File: config.mk
export PLATFORM = sky130hd
export DESIGN_NAME = qbcc_ram
export DESIGN_NICKNAME = d
export VERILOG_FILES = /design/src/hdl/qbcc_ram.sv
export SDC_FILE = /design/constraint.sdc
export NUM_CORES = 2
export LEC_CHECK = 0
export BUFFER_PORTS_ARGS = -buffer_cell sky130_fd_sc_hd__buf_2
export CAP_MARGIN = 10
export CELL_PAD_IN_SITES_DETAIL_PLACEMENT = 2
export CELL_PAD_IN_SITES_GLOBAL_PLACEMENT = 2
export CORE_UTILIZATION = 45
export CTS_CLUSTER_SIZE = 28
export DETAILED_ROUTE_END_ITERATION = 10
export PLACE_DENSITY_LB_ADDON = 0.1
export SLEW_MARGIN = 20
export SYNTH_ARGS = -nofsm -noshare
export SYNTH_HDL_FRONTEND = slang
export SYNTH_SLANG_ARGS = --single-unit
export TNS_END_PERCENT = 1
File: constraint.sdc
create_clock -name i_clk -period 2.4 [get_ports i_clk]
set_input_delay 0 -clock i_clk [delete_from_list [all_inputs] [get_ports i_clk]]
set_output_delay 0 -clock i_clk [all_outputs]
set_load 0.05 [all_outputs]
File: src/hdl/qbcc_ram.sv
// Generic single-port RAM with registered read data.
// Depends on nothing.
module qbcc_ram #(
    parameter int WIDTH = 8,
    parameter int DEPTH = 256
) (
    input  logic                     i_clk,
    input  logic                     i_we,
    input  logic                     i_re,
    input  logic [$clog2(DEPTH)-1:0] i_addr,
    input  logic [WIDTH-1:0]         i_wdata,
    output logic [WIDTH-1:0]         o_rdata
);

    logic [WIDTH-1:0] r_mem [DEPTH];
    logic [WIDTH-1:0] r_rdata;

    always_ff @(posedge i_clk) begin
        if (i_we) begin
            r_mem[i_addr] <= i_wdata;
        end else if (i_re) begin
            r_rdata <= r_mem[i_addr];
        end
    end

    assign o_rdata = r_rdata;

endmodule

==> results.sh <==
export IMPL_power_frac_seq=0.517
export IMPL_tns_ns=-0.1815
export IMPL_viasPerCell=6.139
export IMPL_irDropWorstVdd_uv=711.2
export IMPL_rrSetupSlack_ns=-0.08
export IMPL_die_area_sq_um=176300
export IMPL_ys_warn_count=0
export IMPL_synth_cell_types=20
export IMPL_overflow=0
export IMPL_holdCritPathClass="input port to register"
export IMPL_crit_path_start_kind="register"
export IMPL_clockPowerShare=0.428
export IMPL_dieWidth_um=419.8
export IMPL_slowest_delay_ns=0.48
export IMPL_layout_drive_gt1_share=0.3584
export IMPL_grtUsageTotal=0.2826
export IMPL_cts_tree="done"
export IMPL_worstPathCellList="mux4_2, a22oi_1, a21oi_1, o41ai_2, buf_4, nand4_1"
export IMPL_cp_top_family="compound AO/OA/AOI/OAI gates"
export IMPL_io_pins=27
export IMPL_ys_seq_elements=2056
export IMPL_synth_top_area_cell="edfxtp_1"
export IMPL_critPathBufInv=1
export IMPL_drv_slew=0
export IMPL_power_density_nw_per_um2=812.8
export IMPL_path_clk_slew_ns=0.06
export IMPL_setup_viol=3
export IMPL_power_frac_comb=0.055
export IMPL_fillers=14310
export IMPL_multi_input_area_sq_um=16320
export IMPL_drt_wl_total_um=245300
export IMPL_fin_cells=6715
export IMPL_hpwlAfterDp_um=156400
export IMPL_crit_fanout=1
export IMPL_post_route_period_util=1.031
export IMPL_synth_most_common_cell="edfxtp_1"
export IMPL_insertion_delay_ns=0.86
export IMPL_postSynthCellCount=3547
export IMPL_wl_per_cell_um=36.53
export IMPL_cp_end_kind="register"
export IMPL_ff_latch_area_sq_um=61740
export IMPL_synthArstFlopShare=0
export IMPL_place_congestion=0.8323
export IMPL_holdWs_ns=0.1388
export IMPL_initial_utilization=0.4554
export IMPL_syn_num_nets=3566
export IMPL_worstMarginPinSlew_ns=1.101
export IMPL_syn_avg_cell_area_sq_um=22.15
export IMPL_status="complete, but fails checks"
export IMPL_switching_share=0.2203
export IMPL_clock_sinks=2056
export IMPL_dieHeight_um=419.8
export IMPL_required_ns=2.95
export IMPL_grt_pass1_wl_um=346900
export IMPL_antenna_found_initial=11
export IMPL_relSlewSlack=0.2635
export IMPL_skew_ns=0.02839
export IMPL_cts_buffers=211
export IMPL_cts_buffer_depth=3
export IMPL_grt_max_degree=104
export IMPL_rows=152
export IMPL_max_freq_ghz=0.4040
export IMPL_finalCriticalPeriod_ns=2.475
export IMPL_htree_levels=4
export IMPL_syn_to_final_growth_pct=19.98
export IMPL_cp_data_arrival_time_ns=3.02
export IMPL_finalHoldViolCount=0
export IMPL_synth_edf_count=2056
export IMPL_design_core_area_sq_um=172500
export IMPL_ys_top_cells_by_count="edfxtp_1, mux4_2, a22oi_1"
export IMPL_drtIter0Drc=3939
export IMPL_ant_nets=0
export IMPL_p_leak_nw=30.08
export IMPL_cpMaxStageDelayCell="mux4_2"
export IMPL_synth_top_area_frac=0.7859
export IMPL_finalPower_mw=76.61
export IMPL_drt_pass1_iterations=5
export IMPL_post_cts_setup_buffers=0
export IMPL_synth_area_sq_um=78560
export IMPL_synthFlopType="edfxtp_1"
export IMPL_vias=41220
export IMPL_drc=0
export IMPL_utilization=0.5464
export IMPL_rsz0062_at_grt="yes"
export IMPL_p_switching_mw=16.88
export IMPL_cts_root_buf="clkbuf_16"
export IMPL_cap_violations=0
export IMPL_dp_cells=6301
export IMPL_grt_pass1_vias=44300
export IMPL_ys_seq_area_frac=0.7859
export IMPL_nets=4238
export IMPL_violations="setup timing"
export IMPL_fin_ws_ns=-0.07510
export IMPL_synthTopCellsByArea="edfxtp_1, mux4_2, a22oi_1, nor2_1, a21oi_1"
export IMPL_intPower_mw=59.73
export IMPL_critical_path_class="register to register"
export IMPL_portBuffers=26
==> flip-flops by register name, indices dropped and copies added, names as in the netlist <==
name and cells:
o_rdata 8, r_mem 2048
==> cells in the final DEF (no fill, tap or decap), drive strengths merged <==
master | synthesis | layout
edfxtp | 2056 | 2056
buf | 94 | 668
mux4 | 512 | 512
clkbuf | 138 | 262
a22oi | 256 | 256
nor2 | 229 | 229
a21oi | 128 | 128
clkinv | 0 | 107
nor3 | 33 | 33
o41ai | 32 | 32
nand2 | 29 | 29
bufinv | 0 | 19
dlygate4sd3 | 0 | 15
nand3 | 12 | 12
clkinvlp | 0 | 9
nand4 | 8 | 8
nor2b | 8 | 8
nand2b | 6 | 6
inv | 1 | 6
diode | 0 | 5
and2 | 3 | 3
or2 | 2 | 2
==> cell families (layout without fill, tap and decap cells) <==
family | Yosys count | after routing | share of synthesized area
DFF | 2056 | 2056 | 0.7859
muxes | 512 | 512 | 0.1468
AOI/OAI and AO/OA | 416 | 416 | 0.03619
and+or+nand+nor | 330 | 330 | 0.01734
buffers and inverters | 233 | 1086 | 0.01381
other | 0 | 5 | 0
==> tightest hold or removal path: stages <==
cell and delay (ns):
buf_2 0.16, nor2b_4 0.15, nand2_1 0.21, nor2_1 0.07, buf_4 0.19
==> power by group through the flow <==
stage	logic, mW	registers, mW	clock network [mW]
floorplan	1.76	40.4	0
global placement	3.89	40.4	0
detailed placement	4.08	40.4	0
CTS	4.23	39.6	33.3
global route	4.39	39.6	34.4
finish	4.20	39.6	32.8
==> worst paths after layout <==
kind	startpoint	to	depth (start not counted)
worst max register to register	r_mem[138][3]	o_rdata[3]	6
worst max-delay path	r_mem[138][3]	o_rdata[3]	6
worst min register to register	r_mem[241][1]	o_rdata[1]	5
worst min-delay path	i_addr[3]	r_mem[164][0]	5
==> metrics by stage <==
stage	worst slack, ns	cell area [sq um]
4_1_cts	-0.09823	94130
6_report	-0.07510	94250
3_3_place_gp	-1.142	86750
3_5_place_dp	-0.8080	86750
2_1_floorplan	0.2153	78560
5_1_grt	-0.09881	94240
==> layer usage <==
layer / global-route usage / vias up / part of all wire
met5: 0 / - / 0.000041
met4: 0.08821 / 2 / 0.032
met3: 0.03894 / 350 / 0.058
met2: 0.4803 / 1565 / 0.51
met1: 0.3787 / 22840 / 0.40
li1: - / 16460 / -
==> timing repair <==
action                                  in CTS  in global routing
hold buffers                                15                  0
resized for setup                           74                 20
pin swaps                                   16                  7
endpoints found under the setup margin       8                  8
hold endpoints to repair                   773                  0
==> layout make-up <==
type,instances,share of cell area
antenna,5,0.0001327
sequential,2056,0.6550
clock inverter,140,0.01288
timing repair buffer,691,0.06902
multi-input combinational,1258,0.1731
clock buffer,254,0.05909
tap,2310,0.03067
inverter,1,0.00003982
Power figures use the tool's default switching activity.
