## src/hdl/qbcc_pkg.sv

```systemverilog
// Package for the quasigroup byte chain cipher.
// Holds the table sizes, the control word types and the microprogram ROM.
// No dependencies.
package qbcc_pkg;

    localparam int BYTE_W     = 8;
    localparam int NUM_BYTES  = 8;
    localparam int BLOCK_W    = BYTE_W * NUM_BYTES;
    localparam int TABLE_DEPTH = 1 << (2 * BYTE_W);
    localparam int TABLE_AW   = 2 * BYTE_W;
    localparam int PC_W       = 5;
    localparam int IDX_W      = 3;

    localparam logic [1:0] ACT_LOAD_FWD = 2'd0;
    localparam logic [1:0] ACT_LOAD_INV = 2'd1;
    localparam logic [1:0] ACT_ENCRYPT  = 2'd2;
    localparam logic [1:0] ACT_DECRYPT  = 2'd3;

    localparam logic [1:0] UK_LOOK  = 2'd0;
    localparam logic [1:0] UK_LOOKJ = 2'd1;
    localparam logic [1:0] UK_FIN   = 2'd2;

    localparam logic [PC_W-1:0] PC_ENC = 5'd0;
    localparam logic [PC_W-1:0] PC_FIN = 5'd15;
    localparam logic [PC_W-1:0] PC_DEC = 5'd16;

    typedef struct packed {
        logic [1:0]       kind;
        logic [IDX_W-1:0] row;
        logic [IDX_W-1:0] col;
        logic [PC_W-1:0]  tgt;
    } t_uword;

    typedef struct packed {
        logic             busy;
        logic             look;
        logic             fin;
        logic [IDX_W-1:0] row;
        logic [IDX_W-1:0] col;
    } t_ctrl;

    function automatic t_uword mk(logic [1:0] kind, logic [IDX_W-1:0] row,
                                  logic [IDX_W-1:0] col);
        t_uword w;
        w.kind = kind;
        w.row  = row;
        w.col  = col;
        w.tgt  = PC_FIN;
        return w;
    endfunction

    // Each lookup replaces the column byte with table[row byte][column byte].
    function automatic t_uword urom(logic [PC_W-1:0] pc);
        t_uword w;
        case (pc)
            5'd0:    w = mk(UK_LOOK, 3'd0, 3'd1);
            5'd1:    w = mk(UK_LOOK, 3'd1, 3'd2);
            5'd2:    w = mk(UK_LOOK, 3'd2, 3'd3);
            5'd3:    w = mk(UK_LOOK, 3'd3, 3'd4);
            5'd4:    w = mk(UK_LOOK, 3'd4, 3'd5);
            5'd5:    w = mk(UK_LOOK, 3'd5, 3'd6);
            5'd6:    w = mk(UK_LOOK, 3'd6, 3'd7);
            5'd7:    w = mk(UK_LOOK, 3'd7, 3'd0);
            5'd8:    w = mk(UK_LOOK, 3'd6, 3'd7);
            5'd9:    w = mk(UK_LOOK, 3'd5, 3'd6);
            5'd10:   w = mk(UK_LOOK, 3'd4, 3'd5);
            5'd11:   w = mk(UK_LOOK, 3'd3, 3'd4);
            5'd12:   w = mk(UK_LOOK, 3'd2, 3'd3);
            5'd13:   w = mk(UK_LOOK, 3'd1, 3'd2);
            5'd14:   w = mk(UK_LOOK, 3'd2, 3'd1);
            5'd15:   w = mk(UK_FIN,  3'd0, 3'd0);
            5'd16:   w = mk(UK_LOOK, 3'd2, 3'd1);
            5'd17:   w = mk(UK_LOOK, 3'd1, 3'd2);
            5'd18:   w = mk(UK_LOOK, 3'd2, 3'd3);
            5'd19:   w = mk(UK_LOOK, 3'd3, 3'd4);
            5'd20:   w = mk(UK_LOOK, 3'd4, 3'd5);
            5'd21:   w = mk(UK_LOOK, 3'd5, 3'd6);
            5'd22:   w = mk(UK_LOOK, 3'd6, 3'd7);
            5'd23:   w = mk(UK_LOOK, 3'd0, 3'd7);
            5'd24:   w = mk(UK_LOOK, 3'd6, 3'd7);
            5'd25:   w = mk(UK_LOOK, 3'd5, 3'd6);
            5'd26:   w = mk(UK_LOOK, 3'd4, 3'd5);
            5'd27:   w = mk(UK_LOOK, 3'd3, 3'd4);
            5'd28:   w = mk(UK_LOOK, 3'd2, 3'd3);
            5'd29:   w = mk(UK_LOOK, 3'd1, 3'd2);
            5'd30:   w = mk(UK_LOOKJ, 3'd0, 3'd1);
            default: w = mk(UK_FIN,  3'd0, 3'd0);
        endcase
        return w;
    endfunction

endpackage

```

## src/hdl/qbcc_useq.sv

```systemverilog
// Microprogram sequencer: program counter, ROM fetch and step control.
// Depends on qbcc_pkg.
module qbcc_useq
    import qbcc_pkg::*;
(
    input  logic  i_clk,
    input  logic  i_rst_n,
    input  logic  i_start,
    input  logic  i_start_dec,
    input  logic  i_hold,
    output t_ctrl o_ctrl
);

    logic            r_busy;
    logic            n_busy;
    logic [PC_W-1:0] r_pc;
    logic [PC_W-1:0] n_pc;
    t_uword          uw;

    assign uw = urom(r_pc);

    always_comb begin
        n_busy = r_busy;
        n_pc   = r_pc;
        if (!r_busy) begin
            if (i_start) begin
                n_busy = 1'b1;
                n_pc   = i_start_dec ? PC_DEC : PC_ENC;
            end
        end else begin
            case (uw.kind)
                UK_LOOK:  n_pc = r_pc + 1'b1;
                UK_LOOKJ: n_pc = uw.tgt;
                UK_FIN: begin
                    if (!i_hold) begin
                        n_busy = 1'b0;
                    end
                end
                default:  n_busy = 1'b0;
            endcase
        end
    end

    always_ff @(posedge i_clk) begin
        if (!i_rst_n) begin
            r_busy <= 1'b0;
            r_pc   <= PC_ENC;
        end else begin
            r_busy <= n_busy;
            r_pc   <= n_pc;
        end
    end

    always_comb begin
        o_ctrl.busy = r_busy;
        o_ctrl.look = r_busy && (uw.kind == UK_LOOK || uw.kind == UK_LOOKJ);
        o_ctrl.fin  = r_busy && (uw.kind == UK_FIN);
        o_ctrl.row  = uw.row;
        o_ctrl.col  = uw.col;
    end

endmodule

```

## config.mk

```make
export PLATFORM = sky130hd
export DESIGN_NAME = qbcc_useq
export DESIGN_NICKNAME = d
export VERILOG_FILES = /design/src/hdl/qbcc_pkg.sv /design/src/hdl/qbcc_useq.sv
export SDC_FILE = /design/constraint.sdc
export NUM_CORES = 1
export LEC_CHECK = 0
export ABC_AREA = 0
export BUFFER_PORTS_ARGS = -buffer_cell sky130_fd_sc_hd__buf_2
export CELL_PAD_IN_SITES_DETAIL_PLACEMENT = 1
export CELL_PAD_IN_SITES_GLOBAL_PLACEMENT = 2
export CORE_MARGIN = 5
export CORE_UTILIZATION = 33
export CTS_BUF_LIST = sky130_fd_sc_hd__clkbuf_16
export CTS_CLUSTER_SIZE = 25
export DETAILED_ROUTE_END_ITERATION = 8
export PLACE_DENSITY = 0.81
export SYNTH_ARGS = -nofsm -noshare
export SYNTH_HDL_FRONTEND = slang
export SYNTH_SLANG_ARGS = --single-unit
```

## constraint.sdc

```tcl
create_clock -name i_clk -period 2.9 [get_ports i_clk]
set_input_delay 0.58 -clock i_clk [delete_from_list [all_inputs] [get_ports i_clk]]
set_output_delay 0.58 -clock i_clk [all_outputs]
set_load 0.02 [all_outputs]
```

==> results of run 1 <==
[path summary, 6_finish.rpt]
kind                      from  slack [ns]           endpoint  cells after the start
max reg2reg  r_busy$_SDFF_PN0_        0.55      uw[9]$_DFF_P_                      9
max          r_busy$_SDFF_PN0_        0.55      uw[9]$_DFF_P_                      9
min reg2reg  r_busy$_SDFF_PN0_        0.61  r_busy$_SDFF_PN0_                      2
min                     i_hold        0.60  r_busy$_SDFF_PN0_                      3
[cells in the final DEF, fill, tap and decap left out]
cell,count
o21bai_1,1
ha_1,7
nand3_1,2
clkbuf_16,3
clkinv_1,1
o32a_2,1
and3_1,3
nand2_1,7
o2bb2ai_1,1
o211ai_1,2
nor4bb_1,1
o22ai_1,1
xnor2_1,1
and4_4,1
and2_1,5
nor3_1,2
buf_4,1
nor2_1,9
and4_1,1
o31a_1,1
a211oi_1,2
a21oi_1,3
nor4_4,2
nand4b_1,1
dfxtp_1,14
mux2i_1,2
a2bb2oi_1,1
nand2b_1,1
or3_1,1
nor4b_2,1
nor2b_1,1
a31o_2,1
buf_2,13
inv_1,7
o21ai_0,3
and2b_1,1
or2_2,1
mux2_4,1
a31oi_1,1
[per-layer routing]
metal,up-vias,part of all wire [%],track usage [%]
met1,342,48,16.8
met5,-,0,0
met3,5,1.9,1.86
met4,0,2.3,6.36
li1,364,-,-
met2,7,48,20.5
[where the power goes]
group	switching [mW]	leakage (nW)	internal, mW	total (mW)
Sequential	0.00495	0.114	0.201	0.206
Combinational	0.0379	0.319	0.0241	0.0620
Clock	0.0781	0.0385	0.182	0.260
Total	0.121	0.471	0.407	0.528
[Yosys cell counts (2+ instances only)]
cell type,count
a211oi_1,2
ha_1,7
dfxtp_1,14
inv_1,7
nor4_4,2
a21oi_1,3
nor3_1,2
and2_1,5
o211ai_1,2
and3_1,3
nand3_1,2
nand2_1,7
nor2_1,9
mux2i_1,2
buf_4,8
o21ai_0,3
[stage by stage]
step                      total power, mW  instances
final                               0.528        138
after detailed placement            0.272        134
after global routing                0.550        138
after floorplan                     0.259         99
after global placement              0.271        134
after CTS                           0.535        138
[critical path, stage by stage, from the launching register on]
cell	delay (ns)
dfxtp_1	0.44
and2b_1	0.29
o21bai_1	0.18
a31oi_1	0.31
and2_1	0.31
inv_1	0.11
ha_1	0.20
and2_1	0.13
o211ai_1	0.16
o211ai_1	0.10
[registers in the layout, summed over array words and instances (netlist names)]
name and cells:
uw 8, r_pc 5, r_busy 1
[area by class of cell]
type                       instances  area share (%)
multi-input combinational         69            51.1
sequential                        14            27.7
clock buffer                       3            7.42
timing repair buffer              14            7.17
tap                               30            3.71
inverter                           7            2.60
clock inverter                     1           0.371
[kinds of logic (layout without fill, tap and decap cells)]
kind of cell	Yosys count	after routing
mux	3	3
buf+inv	16	25
flops	14	14
xor+xnor	1	1
compound gates	18	18
fa+ha+maj	7	7
simple gates	40	40
==> impl_results.md, run 1 <==
- Status: completed
- Hold Path Class: in2reg
- Worst VDD drop: 271 uV
- CTS root buffer: clkbuf_16
- Clock Sinks: 14
- WS Path Type: reg2reg
- Largest family of logic cells by synthesized area: simple AND/OR/NAND/NOR gates
- Xor/xnor share of the synthesized area: 0.987%
- Synth top area cells: dfxtp_1 (32%), ha_1 (9.9%), buf_4 (6.8%)
- I/O pin cnt: 14
- CORE AREA: 0.00252 mm2
- Slew margin rel.: 65.2%
- Setup TNS: 0 ns
- Max_cap viols: 0
- Initial Util: 35.2%
- LEAKAGE: 0.471 nW
- Synth top area share: 31.6%
- Post-DP Area: 933 um2
- Required time worst endpoint: 3.02 ns
- Compound-Gate Fraction of Synth Area: 14.2%
- Final core area utilization: 40.1%
- Synth area leader: dfxtp_1
- Longest Clk Path Bufs: 2
- CTS Buf Count: 3
- Final critical-path share of the clock period: 81.1%
- Post-synth net total: 111
- GR Util All Layers: 12.8%
- Number of fillers in the final layout: 315
- Hold-fix buffers, CTS: 0
- Die Wd: 61.8 um
- Worst setup SP type: flip-flop
- ANT cells: 0
- Multi-input gate area: 517 um2
- Post-synthesis mux area share: 3.95%
- Clk_skew: 0.00120 ns
- Residual DRC count: 0
- CTS tree: yes
- Worst-margin pin slew: 0.518 ns
- Post-Synth Simple-Gate Area: 29.2%
- Cells after Synth: 99
- Register area: 280 um2
- Gpl congestion: 0.850
- CP max FO: 9
- Fin nets: 121
- Routed wire length: 2.02 mm
- DP HPWL: 1.60 mm
- CTS resizes: 0
- Worst-path clk slew: 0.05 ns
- DP Worst Slack: 0.318 ns
- Post-route cell area: 0.00101 mm2
- #FFs+latches synth: 14
- Largest net degree at the start of global routing: 10
- Synth Flop Type: dfxtp_1
- Final setup viols: 0
- Final hold violations: 0
- Core Rows: 18
- Crit path DAT: 2.47 ns
- Layout area overhead: 14.1%
- Post-synth EDFFs: 0
- WHS: 0.600 ns
- DR pass1 iterations: 4
- Asr flop ratio synth: 0%
- Drt wl/cell: 14.7 um
- Antenna viol nets, final: 0
- Vert. Die Dim: 61.8 um
- First-pass GRT wire length: 3.57 mm
- Fmax: 425 MHz
- Via count: 718
- Initial antenna violation count: 0
- Ys Warns: 0
- Worst skew pair latency: 0.24 ns
- Vias/cell: 5.20
- Share of cells above drive strength 1: 23.1%
- H-tree levels: 1
- Synth Area per Inst: 8.96 um2
- Mapped cell area: 887 um2
- Max-slew violations: 0
- Total die area: 0.00382 mm2
- Sequential element share of the synthesized area: 31.6%
- IO Port Bufs: 13
- Vias in the first global route: 761
- Worst setup EP type: flip-flop
- GRT overflow: 0
- Yosys cell types: 37
- Final Critical Period: 2.35 ns
- RSZ-0062 raised after global routing: false
- Adder-Cell Fraction of Synth Area: 9.87%
- Post-CTS setup buffers: 0
- Power per cell area: 522 mW/mm2
- DR iter-0 viols: 23
- Fin worst setup slack: 0.548 ns
No activity file was read; power rests on OpenSTA's default activity.
==> run 2, diff against run 1 <==
--- a/config.mk
+++ b/config.mk
@@ -5,16 +5,16 @@
 export SDC_FILE = /design/constraint.sdc
 export NUM_CORES = 1
 export LEC_CHECK = 0
-export ABC_AREA = 0
+export ABC_AREA = 1
 export BUFFER_PORTS_ARGS = -buffer_cell sky130_fd_sc_hd__buf_2
 export CELL_PAD_IN_SITES_DETAIL_PLACEMENT = 1
 export CELL_PAD_IN_SITES_GLOBAL_PLACEMENT = 2
 export CORE_MARGIN = 5
-export CORE_UTILIZATION = 33
+export CORE_UTILIZATION = 28
 export CTS_BUF_LIST = sky130_fd_sc_hd__clkbuf_16
 export CTS_CLUSTER_SIZE = 25
 export DETAILED_ROUTE_END_ITERATION = 8
-export PLACE_DENSITY = 0.81
+export PLACE_DENSITY = 0.78
 export SYNTH_ARGS = -nofsm -noshare
 export SYNTH_HDL_FRONTEND = slang
 export SYNTH_SLANG_ARGS = --single-unit
==> constraint.sdc (replaced) <==
create_clock -name i_clk -period 2 [get_ports i_clk]
set_input_delay 0.4 -clock i_clk [delete_from_list [all_inputs] [get_ports i_clk]]
set_output_delay 0.4 -clock i_clk [all_outputs]
set_load 0.02 [all_outputs]
==> impl_results.md, run 2 <==
- Status: completed
- Compound-Gate Fraction of Synth Area: 6.39% (-7.9 points)
- Core Rows: 21 (+3)
- Synth top area cells: dfxtp_1 (29%), nand2_1 (15%), ha_1 (8.9%)
- Leading cell type in the layout, fill and taps excluded: nand2_1
- Worst-path clk slew: 0.05 ns (about the same)
- CP max FO: 8 (-1)
- Final setup viols: 0 (unchanged)
- Antenna viol nets, final: 0 (unchanged)
- Longest Clk Path Bufs: 2 (unchanged)
- Largest net degree at the start of global routing: 9 (-1)
- ANT cells: 0 (unchanged)
- Power per cell area: 752 mW/mm2 (+44%)
- RSZ-0062 raised after global routing: false
- Overall power: 849 uW (+61%)
- Layout area overhead: 15.3%
- Die Wd: 69.2 um (+12%)
- GR Util All Layers: 9.96% (-2.9 points)
- Xor/xnor share of the synthesized area: 0% (-0.99 points)
- Initial Util: 29.1% (-6.0 points)
- CP dominant cell by count: nand2_1
- Initial antenna violation count: 0 (unchanged)
- Largest family of logic cells by synthesized area: simple AND/OR/NAND/NOR gates
- Via count: 830 (+16%)
- Synth cell count leaders: nand2_1 (39), dfxtp_1 (14), inv_1 (14), nand3_1 (13), nand2_2 (10)
- Share of cells above drive strength 1: 29.5% (+6.4 points)
- DR iter-0 viols: 19 (-17%)
- Fin nets: 162 (+34%)
- Sequential element share of the synthesized area: 28.6% (-3.0 points)
- WS Path Type: reg2reg
- Vias/cell: 4.26 (-18%)
- Post-Synth Simple-Gate Area: 40.7% (+12 points)
- H-tree levels: 1 (unchanged)
- Max-slew violations: 0 (unchanged)
- Worst skew pair latency: 0.24 ns (about the same)
- Synth Flop Type: dfxtp_1
- Worst setup SP type: flip-flop
- CTS tree: yes
- Fmax: 565 MHz (+33%)
- Crit path DAT: 1.91 ns (-0.56 ns)
- Asr flop ratio synth: 0% (unchanged)
- #FFs+latches synth: 14 (unchanged)
- Sw frac: 27.3% (+4.4 points)
- Vert. Die Dim: 69.2 um (+12%)
- Worst VDD drop: 287 uV (+5.9%)
- IO Port Bufs: 13 (unchanged)
- Clk_skew: 0.000348 ns (-0.000856 ns)
- Dominant cell by count in the synthesized netlist: nand2_1
- Final Critical Period: 1.77 ns (-0.583 ns)
- Residual DRC count: 0 (unchanged)
- Ys Warns: 0 (unchanged)
- Setup TNS: 0 ns (unchanged)
- Slowest CP cell: dfxtp_2
- Gpl congestion: 0.771 (-9.3%)
- Required time worst endpoint: 2.14 ns (-0.88 ns)
- Synth Area per Inst: 7.05 um2 (-21%)
- Post-synth net total: 151 (+36%)
- Clock Sinks: 14 (unchanged)
- Worst-margin pin slew: 0.300 ns (-0.218 ns)
- Largest register FFs: 8 (unchanged)
- Final hold violations: 0 (unchanged)
- Post-synth EDFFs: 0 (unchanged)
- CP Cell Sequence: inv_2, nor2_4, nand2_1, nand2_1, nand2_2, inv_1, ha_1, nand2_2, nand2_1, nand2_1, nand2_1, nand2_1, nand2_1
- Vias in the first global route: 841 (+11%)
- Slew margin rel.: 80.0% (+15 points)
- Synth top area share: 28.6% (-3.0 points)
- Hold Path Class: in2reg
- Clock share of power: 44.2% (-5.1 points)
- I/O pin cnt: 14 (unchanged)
- Worst setup EP type: flip-flop
- Yosys cell types: 22 (-41%)
- DP HPWL: 1.96 mm (+22%)
- CORE AREA: 0.00336 mm2 (+33%)
- LEAKAGE: 0.585 nW (+24%)
- Comb power frac: 19.2% (+7.5 points)
- Internal power: 618 uW (+52%)
- GRT overflow: 0 (unchanged)
- Synth area leader: dfxtp_1
- DR pass1 iterations: 4 (unchanged)
- Max_cap viols: 0 (unchanged)
- CTS root buffer: clkbuf_16
- Adder-Cell Fraction of Synth Area: 8.94% (-0.93 points)
- Seq pwr share: 36.6% (-2.4 points)
- First-pass GRT wire length: 4.01 mm (+12%)
- Total die area: 0.00478 mm2 (+25%)
- CTS Buf Count: 3 (unchanged)
- Final critical-path share of the clock period: 88.5% (+7.4 points)
- Mapped cell area: 980 um2 (+10%)
- Max incr delay on CP: 0.37 ns (-0.07 ns)
- Post-synthesis mux area share: 0% (-3.9 points)
- Drt wl/cell: 12.0 um (-18%)
- Cells after Synth: 139 (+40%)
- Routed wire length: 2.34 mm (+16%)
- P_sw: 231 uW (+91%)
- Most frequent cells in the layout: nand2_1 (39), inv_1 (14), nand3_1 (13), buf_2 (13), dfxtp_1 (13)
[run 2: cell types whose count changed after synthesis, sizes merged, moves of 3 or more]
cell,before,now
and3,3,0
and2,5,0
o21ai,3,6
inv,7,18
nand3,2,13
clkinv,0,3
nand2,7,54
[run 2: what timing repair did]
item | CTS | global route
buffers inserted | 0 | 0
gates resized for setup | 0 | 1
hold buffers | 0 | 0
endpoints found under the setup margin | 0 | 2
[run 2: stage by stage]
step	instances	setup WS (ns)	hold slack [ns]	instance area [um2]	util, %
final	195	0.231	0.431	1130	33.6
after global routing	195	0.0101	0.434	1130	33.6
after CTS	195	0.139	0.440	1130	33.6
after detailed placement	191	0.164	0.567	1050	31.2
after global placement	191	0.283	0.538	1050	31.2
after floorplan	139	0.292	0.521	980	-
[run 2: path summary, 6_finish.rpt]
| path | from | to | slack [ns] | cells past startpoint |
|---|---|---|---|---|
| max | r_busy$_SDFF_PN0_ | uw[9]$_DFF_P_ | 0.23 | 13 |
| max reg2reg | r_busy$_SDFF_PN0_ | uw[9]$_DFF_P_ | 0.23 | 13 |
| min | i_hold | r_busy$_SDFF_PN0_ | 0.43 | 3 |
| min reg2reg | r_busy$_SDFF_PN0_ | r_busy$_SDFF_PN0_ | 0.53 | 2 |
[run 2: final cells by class]
cell class	count	area (um2)
inverter	21	90.1
clock buffer	3	75.1
clock inverter	1	3.75
timing repair buffer	14	72.6
tap	46	57.6
fill	437	2230
multi-input combinational	96	549
sequential	14	282
[run 2: cell families (layout without fill, tap and decap cells)]
kind of cell | count (synthesis) | after routing
AND/OR/NAND/NOR | 80 | 80
buffers and inverters | 29 | 39
flip-flops | 14 | 14
AO/OA/AOI/OAI | 9 | 9
adder cells (fa/ha/maj) | 7 | 7
[run 2: power by group through the flow]
stage	registers (mW)	logic, mW	clock network [mW]
floorplan	0.313	0.142	0
global placement	0.314	0.164	0
detailed placement	0.316	0.166	0
CTS	0.310	0.167	0.386
global route	0.313	0.184	0.403
finish	0.311	0.163	0.375
[run 2: critical path: cells and delay by family (launching register included)]
family	cells	cell delay, ns
flops	1	0.37
fa+ha+maj	1	0.27
simple gates	10	0.81
buf+inv	2	0.21
[run 2: routing by layer]
metal | wire length [um] | track usage [%] | vias to the layer above | share of wire, %
li1 | - | - | 438 | -
met1 | 1120 | 12.8 | 383 | 48
met2 | 1160 | 17.5 | 9 | 49
met3 | 60 | 2.03 | 0 | 2.6
met4 | 0 | 1.30 | 0 | 0
met5 | 0 | 0 | - | 0
